File: config.mk
export PLATFORM = sky130hd
export DESIGN_NAME = heq_ctrl
export DESIGN_NICKNAME = d
export VERILOG_FILES = /design/src/design/heq_pkg.sv /design/src/design/heq_ctrl.sv
export SDC_FILE = /design/constraint.sdc
export NUM_CORES = 1
export LEC_CHECK = 0
export ABC_AREA = 1
export BUFFER_PORTS_ARGS = -buffer_cell sky130_fd_sc_hd__buf_2
export CORE_MARGIN = 4
export CORE_UTILIZATION = 47
export CTS_CLUSTER_SIZE = 24
export DETAILED_ROUTE_END_ITERATION = 12
export GPL_TIMING_DRIVEN = 1
export PLACE_DENSITY = 0.75
export SLEW_MARGIN = 0
export SYNTH_ARGS = -nofsm -noshare
export SYNTH_HDL_FRONTEND = slang
export SYNTH_SLANG_ARGS = --single-unit
File: constraint.sdc
create_clock -name clk -period 1.59 [get_ports clk]
set_input_delay 0.2385 -clock clk [delete_from_list [all_inputs] [get_ports clk]]
set_output_delay 0.2385 -clock clk [all_outputs]
set_load 0.01 [all_outputs]
File: src/design/heq_pkg.sv
// Shared types and constants for the gray-level histogram equalizer.
`timescale 1ns / 1ps
`default_nettype none

package heq_pkg;

  localparam int MAX_PIXELS = 1048576;
  localparam int CNT_W      = $clog2(MAX_PIXELS + 1);
  localparam int PIX_W      = 8;
  localparam int BINS       = 1 << PIX_W;
  localparam int QUO_W      = PIX_W;
  localparam int QCNT_W     = $clog2(QUO_W);
  localparam int PROD_W     = CNT_W + QUO_W - 1;

  typedef struct packed {
    logic             hist_acc;
    logic             map_acc;
    logic             clr_we;
    logic             bld_rd;
    logic             bld_acc;
    logic             div_start;
    logic             map_we;
    logic             bld_done;
    logic [PIX_W-1:0] idx;
  } heq_cmd_t;

  typedef struct packed {
    logic div_done;
  } heq_stat_t;

endpackage

`default_nettype wire

File: src/design/heq_ctrl.sv
// Controller that sequences the reset clear, counting, table build and mapping.
`timescale 1ns / 1ps
`default_nettype none

module heq_ctrl (
  input  wire logic                clk,
  input  wire logic                rst_n,
  input  wire logic                start,
  input  wire logic                in_kind,
  input  wire logic                in_last,
  input  wire heq_pkg::heq_stat_t  stat,
  output logic                     busy,
  output heq_pkg::heq_cmd_t        cmd
);

  typedef enum logic [2:0] {
    S_CLEAR,
    S_IDLE,
    S_DRAIN,
    S_RD,
    S_ACC,
    S_START,
    S_DIV
  } state_t;

  state_t                    state_r, state_nxt;
  logic [heq_pkg::PIX_W-1:0] idx_r, idx_nxt;
  logic                      accept;

  assign busy   = state_r != S_IDLE;
  assign accept = start && !busy;

  always_comb begin
    state_nxt     = state_r;
    idx_nxt       = idx_r;
    cmd           = '0;
    cmd.idx       = idx_r;
    cmd.hist_acc  = accept && !in_kind;
    cmd.map_acc   = accept && in_kind;
    case (state_r)
      S_CLEAR: begin
        cmd.clr_we = 1'b1;
        idx_nxt    = idx_r + 1'b1;
        if (idx_r == '1) begin
          state_nxt = S_IDLE;
        end
      end
      S_IDLE: begin
        if (accept && !in_kind && in_last) begin
          state_nxt = S_DRAIN;
        end
      end
      S_DRAIN: begin
        idx_nxt   = '0;
        state_nxt = S_RD;
      end
      S_RD: begin
        cmd.bld_rd = 1'b1;
        state_nxt  = S_ACC;
      end
      S_ACC: begin
        cmd.bld_acc = 1'b1;
        state_nxt   = S_START;
      end
      S_START: begin
        cmd.div_start = 1'b1;
        state_nxt     = S_DIV;
      end
      S_DIV: begin
        if (stat.div_done) begin
          cmd.map_we = 1'b1;
          idx_nxt    = idx_r + 1'b1;
          if (idx_r == '1) begin
            cmd.bld_done = 1'b1;
            state_nxt    = S_IDLE;
          end else begin
            state_nxt = S_RD;
          end
        end
      end
      default: begin
        state_nxt = S_IDLE;
      end
    endcase
  end

  always_ff @(posedge clk) begin
    if (!rst_n) begin
      state_r <= S_CLEAR;
      idx_r   <= '0;
    end else begin
      state_r <= state_nxt;
      idx_r   <= idx_nxt;
    end
  end

endmodule

`default_nettype wire

# ---- Word level (Yosys, flattened, before mapping)
# Cells that the tools add are included.
dict set report totals {
  elab_cells 38
  inputBits 6
  output_inout_bits 17
  reg_bits 11
}
dict set report op_classes {
  reduce_logical 10
  add_sub_neg 1
  n_eq_ne 11
  muxes 14
}
# cell n
set op_table {}
lappend op_table {{$pmux 8 s3} 1}
lappend op_table {{$pmux 3 s7} 1}
lappend op_table {{$eq 3x3->1 const B} 3}
lappend op_table {{$mux 3} 3}
lappend op_table {{$add 8x1->8 const B} 1}
lappend op_table {{$eq 8x8->1 const B} 1}
lappend op_table {{$mux 8} 1}
lappend op_table {{$eq 3x2->1 const B} 2}
lappend op_table {{$mux 2} 3}
lappend op_table {{$ne 2x2->1 const B} 3}
lappend op_table {{$mux 1} 5}
lappend op_table {{$logic_and 1x1->1} 4}
lappend op_table {{$eq 3x1->1 const B} 1}
lappend op_table {{$logic_not 3->1} 1}
lappend op_table {{$ne 3x1->1 const B} 1}
lappend op_table {{$reduce_and 3->1} 1}
lappend op_table {{$reduce_bool 3->1} 1}
lappend op_table {{$logic_not 1->1} 2}
lappend op_table {{$reduce_and 2->1} 1}

# ---- Depth between registers and ports, before layout
# Gate-level depths: netlist of run 1.
dict set report logic_depth {
  word_depth 7
  depth_mapped 9
}

# ---- Worst setup path after synthesis of run 1
# Ideal clock, no wire load.
dict set report synth_path {
  kind {reg2out}
  from {register idx_r[0] (netlist bit)}
  to {output cmd[8] (netlist bit)}
  t_arrival_ns 1.053
  path_slack_ns 0.298
  t_required_ns 1.351
  stages_incl_launch_ff 6
  cell_sequence {dfxtp_1 ha_1 nand2_1 nor2_1 nand2_2 nor2_1}
}
# item line_no
set synth_lines {}
lappend synth_lines {{start, declared} heq_ctrl.sv:27} ;# logic [heq_pkg::PIX_W-1:0] idx_r, idx_nxt;
lappend synth_lines {{start signal, assigned} heq_ctrl.sv:93} ;# idx_r <= idx_nxt;
lappend synth_lines {{end, declared} heq_ctrl.sv:13} ;# output heq_pkg::heq_cmd_t cmd

==> results of run 1 <==
[what timing repair did]
action,CTS,global route
endpoints found under the hold margin,0,0
pin swaps,1,3
setup buffers,0,1
setup endpoints to repair,1,3
gates resized for setup,3,12
[logic make-up after synthesis]
family / after synthesis / synth area share [%]
buf+inv: 20 / 12.2
compound gates: 14 / 11.1
simple gates: 61 / 42.3
fa+ha+maj: 1 / 1.85
flops: 11 / 32.5
[power breakdown]
| group | switching [mW] | internal, mW |
|---|---|---|
| sequential | 0.0838 | 0.349 |
| combinational | 0.328 | 0.196 |
| clock | 0.0984 | 0.0971 |
| total | 0.510 | 0.642 |
[placed cells by master, fill, tap and decap left out, drive strengths merged]
master  instances
a31oi           2
nand3b          1
buf            23
a21oi           8
and3            1
nand3           9
o31ai           1
dfxtp          11
ha              1
and2            1
inv            19
o21ai           3
nor3            1
nor2           16
nand2          27
clkbuf          4
nand4           5
[routing by layer]
metal	vias up	GRT usage, %	wire (um)
met1	326	22.7	799
met4	0	5.11	12
met5	-	0	0
met3	2	5.93	80
met2	19	25.3	744
li1	397	-	-
[stage by stage]
step | power (mW) | utilization (%) | area [um2] | setup slack [ns]
floorplan | 0.779 | - | 677 | 0.298
global placement | 0.894 | 59.6 | 795 | 0.280
detailed placement | 0.902 | 59.6 | 795 | 0.243
CTS | 1.11 | 61.9 | 826 | 0.00638
global route | 1.27 | 65.1 | 868 | 0.00658
finish | 1.15 | 65.1 | 868 | 0.0850
[registers in the layout (all words and copies together), names as in the netlist]
name	cells
state_r	3
idx_r	8
[worst register-to-register path: stages (launching register included)]
cell and delay [ns]:
dfxtp_4 0.38, ha_4 0.17, nand2_4 0.06, nor2_4 0.11, nand2_2 0.05, buf_4 0.13
nand2_1 0.07, nand2_1 0.06, nor2_1 0.11, a21oi_1 0.07
[area by class of cell]
cell class / count / area [um2] / area share, %
Timing Repair Buffer: 23 / 118 / 13.5
Sequential cell: 11 / 233 / 26.8
Multi-Input combinational cell: 76 / 402 / 46.3
Tap cell: 15 / 18.8 / 2.16
Clock buffer: 4 / 26.3 / 3.03
Inverter: 19 / 71.3 / 8.21
[worst paths after layout]
path | slack, ns | endpoint | depth (start not counted)
worst max-delay path | 0.08 | cmd[8] | 6
worst min-delay path | 0.21 | state_r[0] | 3
worst max register to register | 0.26 | state_r[1] | 9
worst min register to register | 0.52 | idx_r[1] | 2
==> results.tsv, run 1 <==
metric	value	unit
clk_latency	0.27	ns
crit_path_max_fanout	5	
post_drt_wl_per_cell	11.1	um
finalSetupViolCount	0	
ys_seq_area_share	32.5	%
fillers	123	
cp_top_family	flip-flops	
synth_edf_count	0	
grt_start_max_net_pins	13	
cts.sinks	11	
layout_min_cycle_time	1.51	ns
max_stage_delay	0.38	ns
whs	0.213	ns
synth_top_area_cell	dfxtp_1	
antenna_cells	0	
ios	23	
synthFlopType	dfxtp_1	
power_density	1330	nW/um2
worstMarginPinSlew	0.296	ns
die_height	46.0	um
cts_inserted_buffers	3	
avgSynthCellArea	6.33	um2
slew_headroom	80.1	%
critical_path_class	register to output pin	
status	finished, final reports clean	
cts_tree	done	
crit_path_end_kind	output pin	
core	1330	um2
crit_required	1.35	ns
holdBufCountCts	0	
synthMostInstantiatedCell	nand2_1	
dp_cells	143	
synth.area.top_cells	dfxtp_1 33%, nand2_1 13%, inv_1 8.9%	
grt_antenna_before_repair	0	
crit_buf_inv	1	
portBuffers	22	
synth.distinct_cells	22	
synth_top_area_share	32.5	%
final_cells	148	
synthCells	107	
track_usage	17.0	%
path_cells	ha_4 > nand2_4 > nor2_4 > nand2_2 > nor2_1 > buf_2	
ir_worst_vdd	0.774	mV
critPathArrivalTime	1.27	ns
drive_gt1_share	33.8	%
via_count	744	
initial_utilization	50.8	%
yosys_warnings	0	
fmax	0.664	GHz
gr-total-overflow	0	
first_pass_iters	4	
postSynth.asyncResetShare	0	%
ys_ff_latch	11	
drc	0	
die_w	46.0	um
clock-skew-final	0.00205	ns
htree_levels	1	
ant_nets	0	
finalHoldViolCount	0	
area_delta_synth_final	28.3	%
worst_setup_path_start_kind	register	
maxSlewViolCount	0	
grt_pass1_vias	619	
holdCritStartpoint	rst_n	
rsz0062_at_grt	no	
cts_root_buffer	clkbuf_4	
synth_nets	114	
synth_area	677	um2
drt_iter0_drc	23	
period_share	94.7	%
r2r-start	idx_r[0]	
ys_top_cells_by_count	24 x nand2_1, 16 x inv_1, 14 x nor2_1	
crit_start	idx_r[0]	
die_area	2110	um2
viasPerCell	5.03	
gp_congestion	0.815	
cap_violations	0	
tns	0	ns
hold_path_class	input pin to register	
clk_transition_reported_paths	0.07	ns
wl	1640	um
cts_buffer_depth	2	
grt_pass1_wl	2580	um
p_leak	0.482	nW
crit_slowest_cell	dfxtp_4	
dp_hpwl	1220	um
nets	141	
rows	13	
(Power assumes the default switching activity.)
==> run 2: changes to the inputs <==
CTS_CLUSTER_SIZE = 14   (was 24)
PLACE_DENSITY = not set   (was 0.75)
PLACE_DENSITY_LB_ADDON = 0.1   (was not set)
SLEW_MARGIN = 5   (was 0)
==> run 2 against run 1 <==
  * Non-clock buffer count is 1 lower
  * Die area stayed put
  * Hold slack worse by 0.015 ns
  * Largest cell class unchanged
==> results.tsv, run 2 (synthesis results as in run 1) <==
metric	value	unit	change
first_pass_iters	4		unchanged
clk_transition_reported_paths	0.08	ns	was 0.07 ns
cts_tree	done		unchanged
layout_min_cycle_time	1.50	ns	was 1.51 ns
tns	0	ns	unchanged
cts.sinks	11		unchanged
final_cells	147		was 148
initial_utilization	50.8	%	unchanged
gp_congestion	0.785		was 0.815
clk_latency	0.27	ns	about the same
track_usage	15.9	%	was 17.0%
layout_common_cells	24 x nand2_1, 22 x buf_2, 15 x inv_1, 13 x nor2_1, 9 x nand3_1		was 23 x nand2_1, 22 x buf_2, 15 x inv_1, 13 x nor2_1, 9 x nand3_1
worst_setup_path_start_kind	register		unchanged
via_count	734		was 744
multiInputGateArea	389	um2	was 402 um2
largest_register_ffs	8		unchanged
drc	0		unchanged
period_share	94.0	%	was 94.7%
die_w	46.0	um	unchanged
p_seq_share	37.6	%	was 37.5%
critPathArrivalTime	1.26	ns	was 1.27 ns
crit_start	idx_r[0]		unchanged
drive_gt1_share	32.6	%	was 33.8%
p_int	0.631	mW	was 0.642 mW
dp_hpwl	1230	um	was 1220 um
dp_cells	143		unchanged
holdBufCountCts	0		unchanged
r2r_slack	0.38	ns	was 0.26 ns
finalSetupViolCount	0		unchanged
cts_root_buffer	clkbuf_4		unchanged
crit_required	1.35	ns	about the same
holdCritStartpoint	rst_n		unchanged
die_area	2110	um2	unchanged
core	1330	um2	unchanged
combPwrFrac	44.8	%	was 45.5%
top_register	idx_r		unchanged
crit_path_end_kind	output pin		unchanged
fmax	0.669	GHz	was 0.664 GHz
gr-total-overflow	0		unchanged
cts_inserted_buffers	3		unchanged
seq_area	229	um2	was 233 um2
post_drt_wl_per_cell	10.4	um	was 11.1 um
crit_path_max_fanout	5		unchanged
rsz0062_at_grt	no		unchanged
cts_buffer_depth	2		unchanged
fillers	141		was 123
grt_pass1_wl	2580	um	unchanged
drt_iter0_drc	39		was 23
portBuffers	22		unchanged
layout_commonest_cell	nand2_1		unchanged
nets	140		was 141
r2r-start	idx_r[0]		unchanged
power_density	1340	nW/um2	was 1330 nW/um2
worstMarginPinSlew	0.289	ns	was 0.296 ns
finalHoldViolCount	0		unchanged
ios	23		unchanged
maxSlewViolCount	0		unchanged
grt_start_max_net_pins	13		unchanged
area_delta_synth_final	25.0	%	was 28.3%
grt_pass1_vias	612		was 619
htree_levels	1		unchanged
ant_nets	0		unchanged
grt_antenna_before_repair	0		unchanged
p_leak	0.464	nW	was 0.482 nW
ir_worst_vdd	0.767	mV	was 0.774 mV
antenna_cells	0		unchanged
hold_path_class	input pin to register		unchanged
cap_violations	0		unchanged
slew_headroom	80.6	%	was 80.1%
clock-skew-final	0.00101	ns	was 0.00205 ns
die_height	46.0	um	unchanged
rows	13		unchanged
status	finished, final reports clean		unchanged
viasPerCell	4.99		was 5.03
reg_top3	idx_r (8), state_r (3)		unchanged
critical_path_class	register to output pin		unchanged
stdcell_area	846	um2	was 868 um2
switching_share	44.2	%	was 44.3%
wl	1530	um	was 1640 um
power.switching	0.499	mW	was 0.510 mW
post_dp_cell_area	795	um2	unchanged
clkPwrFrac	17.6	%	was 17.0%
-- run 2: timing repair --
action | CTS | global route
setup buffers | 0 | 0
resized for setup | 3 | 7
setup endpoints to repair | 1 | 3
-- run 2: final timing paths --
path	end	cells past startpoint
worst max-delay path	cmd[8]	6
worst min-delay path	state_r[0]	3
worst min register to register	idx_r[1]	2
worst max register to register	state_r[1]	8
-- run 2: power by group through the flow --
stage                     Clock (mW)  Sequential [mW]  Combinational (mW)
final                          0.199            0.425               0.506
after global routing           0.218            0.431               0.583
after CTS                      0.201            0.403               0.502
after detailed placement           0            0.403               0.498
after global placement             0            0.399               0.496
after floorplan                    0            0.404               0.375
-- run 2: area by class of cell --
cell class | count | area share [%]
Clock inverter | 1 | 0.592
Clock buffer | 3 | 2.66
Inverter | 19 | 8.43
Tap cell | 15 | 2.22
Timing Repair Buffer | 22 | 13.0
Sequential cell | 11 | 27.1
Multi-Input combinational cell | 76 | 46.0
-- run 2: worst max-delay path: stages (launching register included) --
cell,delay [ns]
dfxtp_4,0.38
ha_4,0.15
nand2_1,0.08
nor2_2,0.11
nand2_2,0.07
nor2_1,0.08
buf_2,0.13
-- run 2: routing by layer --
| layer | vias up | GRT usage (%) | share of wire (%) |
|---|---|---|---|
| li1 | 393 | - | - |
| met1 | 310 | 24.4 | 50 |
| met2 | 29 | 23.1 | 41 |
| met3 | 2 | 3.56 | 7.5 |
| met4 | 0 | 1.70 | 0.72 |
| met5 | - | 0 | 0 |
-- run 2: per-stage QoR --
stage / power, mW / utilization (%) / hold WS, ns / setup slack, ns
final: 1.13 / 63.4 / 0.198 / 0.0950
after global routing: 1.23 / 63.4 / 0.239 / 0.00183
after CTS: 1.11 / 62.0 / 0.201 / 0.00302
after detailed placement: 0.901 / 59.6 / 0.476 / 0.234
after global placement: 0.895 / 59.6 / 0.474 / 0.277
after floorplan: 0.779 / - / 0.336 / 0.298
==> run 3: changes to the inputs <==
REMOVE_ABC_BUFFERS = 1   (was not set)
==> run 3 against run 2 <==
  * Sequential power grew 2%
  * Hold slack gained 0.0059 ns
  * First-iteration DRC count shrank 38%
  * Register-to-register slack lost 0.04 ns
  * Clock skew grew 0.0049 ns
  * Clock power is essentially flat
  * Cell area grew 2.7%
  * Critical endpoint unchanged
==> results.tsv, run 3 (synthesis results as in run 1) <==
metric	value	unit	change
status	finished, final reports clean		unchanged
clock-skew-final	0.00586	ns	was 0.00101 ns
layout_min_cycle_time	1.51	ns	was 1.50 ns
rsz0062_at_grt	yes		was no
top_register	idx_r		unchanged
slew_headroom	81.4	%	was 80.6%
tns	0	ns	unchanged
gp_congestion	0.886		was 0.785
drive_gt1_share	34.6	%	was 32.6%
multiInputGateArea	402	um2	was 389 um2
layout_commonest_cell	nand2_1		unchanged
initial_utilization	50.8	%	unchanged
dp_hpwl	1220	um	was 1230 um
layout_common_cells	23 x nand2_1, 22 x buf_2, 14 x inv_1, 13 x nor2_1, 9 x nand3_1		was 24 x nand2_1, 22 x buf_2, 15 x inv_1, 13 x nor2_1, 9 x nand3_1
worst_setup_path_start_kind	register		unchanged
largest_register_ffs	8		unchanged
ios	23		unchanged
clk_latency	0.27	ns	about the same
stdcell_area	868	um2	was 846 um2
portBuffers	22		unchanged
critPathArrivalTime	1.28	ns	was 1.26 ns
die_area	2110	um2	unchanged
first_pass_iters	4		unchanged
crit_path_max_fanout	5		unchanged
via_count	757		was 734
cts_root_buffer	clkbuf_4		unchanged
core	1330	um2	unchanged
r2r_slack	0.34	ns	was 0.38 ns
nets	141		was 140
cts.sinks	11		unchanged
critical_path_class	register to output pin		unchanged
die_w	46.0	um	unchanged
min_path_cells	3		unchanged
wl	1620	um	was 1530 um
ir_worst_vdd	0.785	mV	was 0.767 mV
r2r-start	idx_r[0]		unchanged
reg_top3	idx_r (8), state_r (3)		unchanged
crit_required	1.35	ns	about the same
fmax	0.660	GHz	was 0.669 GHz
die_height	46.0	um	unchanged
grt_start_max_net_pins	13		unchanged
whs_endpoint	state_r[0]		unchanged
cts_buffer_depth	2		unchanged
ant_nets	0		unchanged
hold_path_class	input pin to register		unchanged
finalSetupViolCount	0		unchanged
seq_area	233	um2	was 229 um2
power_density	1340	nW/um2	about the same
p_leak	0.480	nW	was 0.464 nW
viasPerCell	5.11		was 4.99
crit_path_end_kind	output pin		unchanged
worstMarginPinSlew	0.276	ns	was 0.289 ns
clk_transition_reported_paths	0.07	ns	was 0.08 ns
reg2reg_to	state_r[0]		was state_r[1]
dp_slack	0.208	ns	was 0.234 ns
area_delta_synth_final	28.3	%	was 25.0%
track_usage	16.7	%	was 15.9%
post_drt_wl_per_cell	11.0	um	was 10.4 um
post_dp_cell_area	795	um2	unchanged
htree_levels	1		unchanged
fillers	124		was 141
grt_antenna_before_repair	0		unchanged
drt_iter0_drc	24		was 39
cts_tree	done		unchanged
cts_inserted_buffers	3		unchanged
holdBufCountCts	0		unchanged
fin_ws	0.0753	ns	was 0.0950 ns
rows	13		unchanged
finalPower	1.17	mW	was 1.13 mW
drc	0		unchanged
ff2ff_path_depth	9		was 8
gr-total-overflow	0		unchanged
maxSlewViolCount	0		unchanged
finalHoldViolCount	0		unchanged
cap_violations	0		unchanged
grt_pass1_vias	579		was 612
antenna_cells	0		unchanged
grt_pass1_wl	2580	um	unchanged
period_share	95.3	%	was 94.0%
holdCritStartpoint	rst_n		unchanged
## run 3: cell types whose count changed in the layout (fill, tap and decap cells not counted), sizes merged
cell	previous run	this run
buf	22	23
clkbuf	3	4
clkinv	1	0
## run 3: worst max-delay path, stage by stage (launching register included)
cell and delay [ns]:
dfxtp_4 0.38, ha_4 0.17, nand2_4 0.07, nor2_4 0.12, nand2_2 0.06, nor2_1 0.09
buf_2 0.13
## run 3: worst max-delay path by stage
stage | from | to | slack (ns) | cells after the start
floorplan | idx_r[0] | cmd[8] | 0.30 | 5
global placement | idx_r[0] | state_r[0] | 0.28 | 9
detailed placement | idx_r[0] | state_r[0] | 0.21 | 9
CTS | idx_r[1] | cmd[8] | 0.02 | 6
global route | idx_r[0] | cmd[8] | -0.03 | 6
finish | idx_r[0] | cmd[8] | 0.08 | 6
## run 3: routing by layer
metal | GRT usage (%) | vias up | wire (um)
met3 | 6.32 | 2 | 94
met2 | 25.0 | 22 | 778
li1 | - | 398 | -
met5 | 0 | - | 0
met1 | 23.5 | 335 | 739
met4 | 1.70 | 0 | 10
## run 3: report_power, final
part	switching [mW]	leakage [nW]	internal (mW)
logic	0.334	0.373	0.201
registers	0.0850	0.0925	0.349
clock network	0.101	0.0150	0.0970
## run 3: through the flow
step	hold slack (ns)	util (%)	std cells
3_5_place_dp	0.479	59.6	143
2_1_floorplan	0.336	-	106
4_1_cts	0.200	62.6	147
3_3_place_gp	0.477	59.6	143
5_1_grt	0.221	65.1	148
6_report	0.204	65.1	148
## run 3: repair_timing
action / 4_1_cts / 5_1_grt
setup endpoints to repair: 1 / 3
pin swaps: 0 / 3
setup buffers: 0 / 1
resized for setup: 3 / 13
## run 3: cell type report
class                   count  area share (%)
inverters                  19            8.21
clock buffers               4            3.03
multi-input cells          76            46.3
flip-flops and latches     11            26.8
well taps                  15            2.16
repair buffers             23            13.5
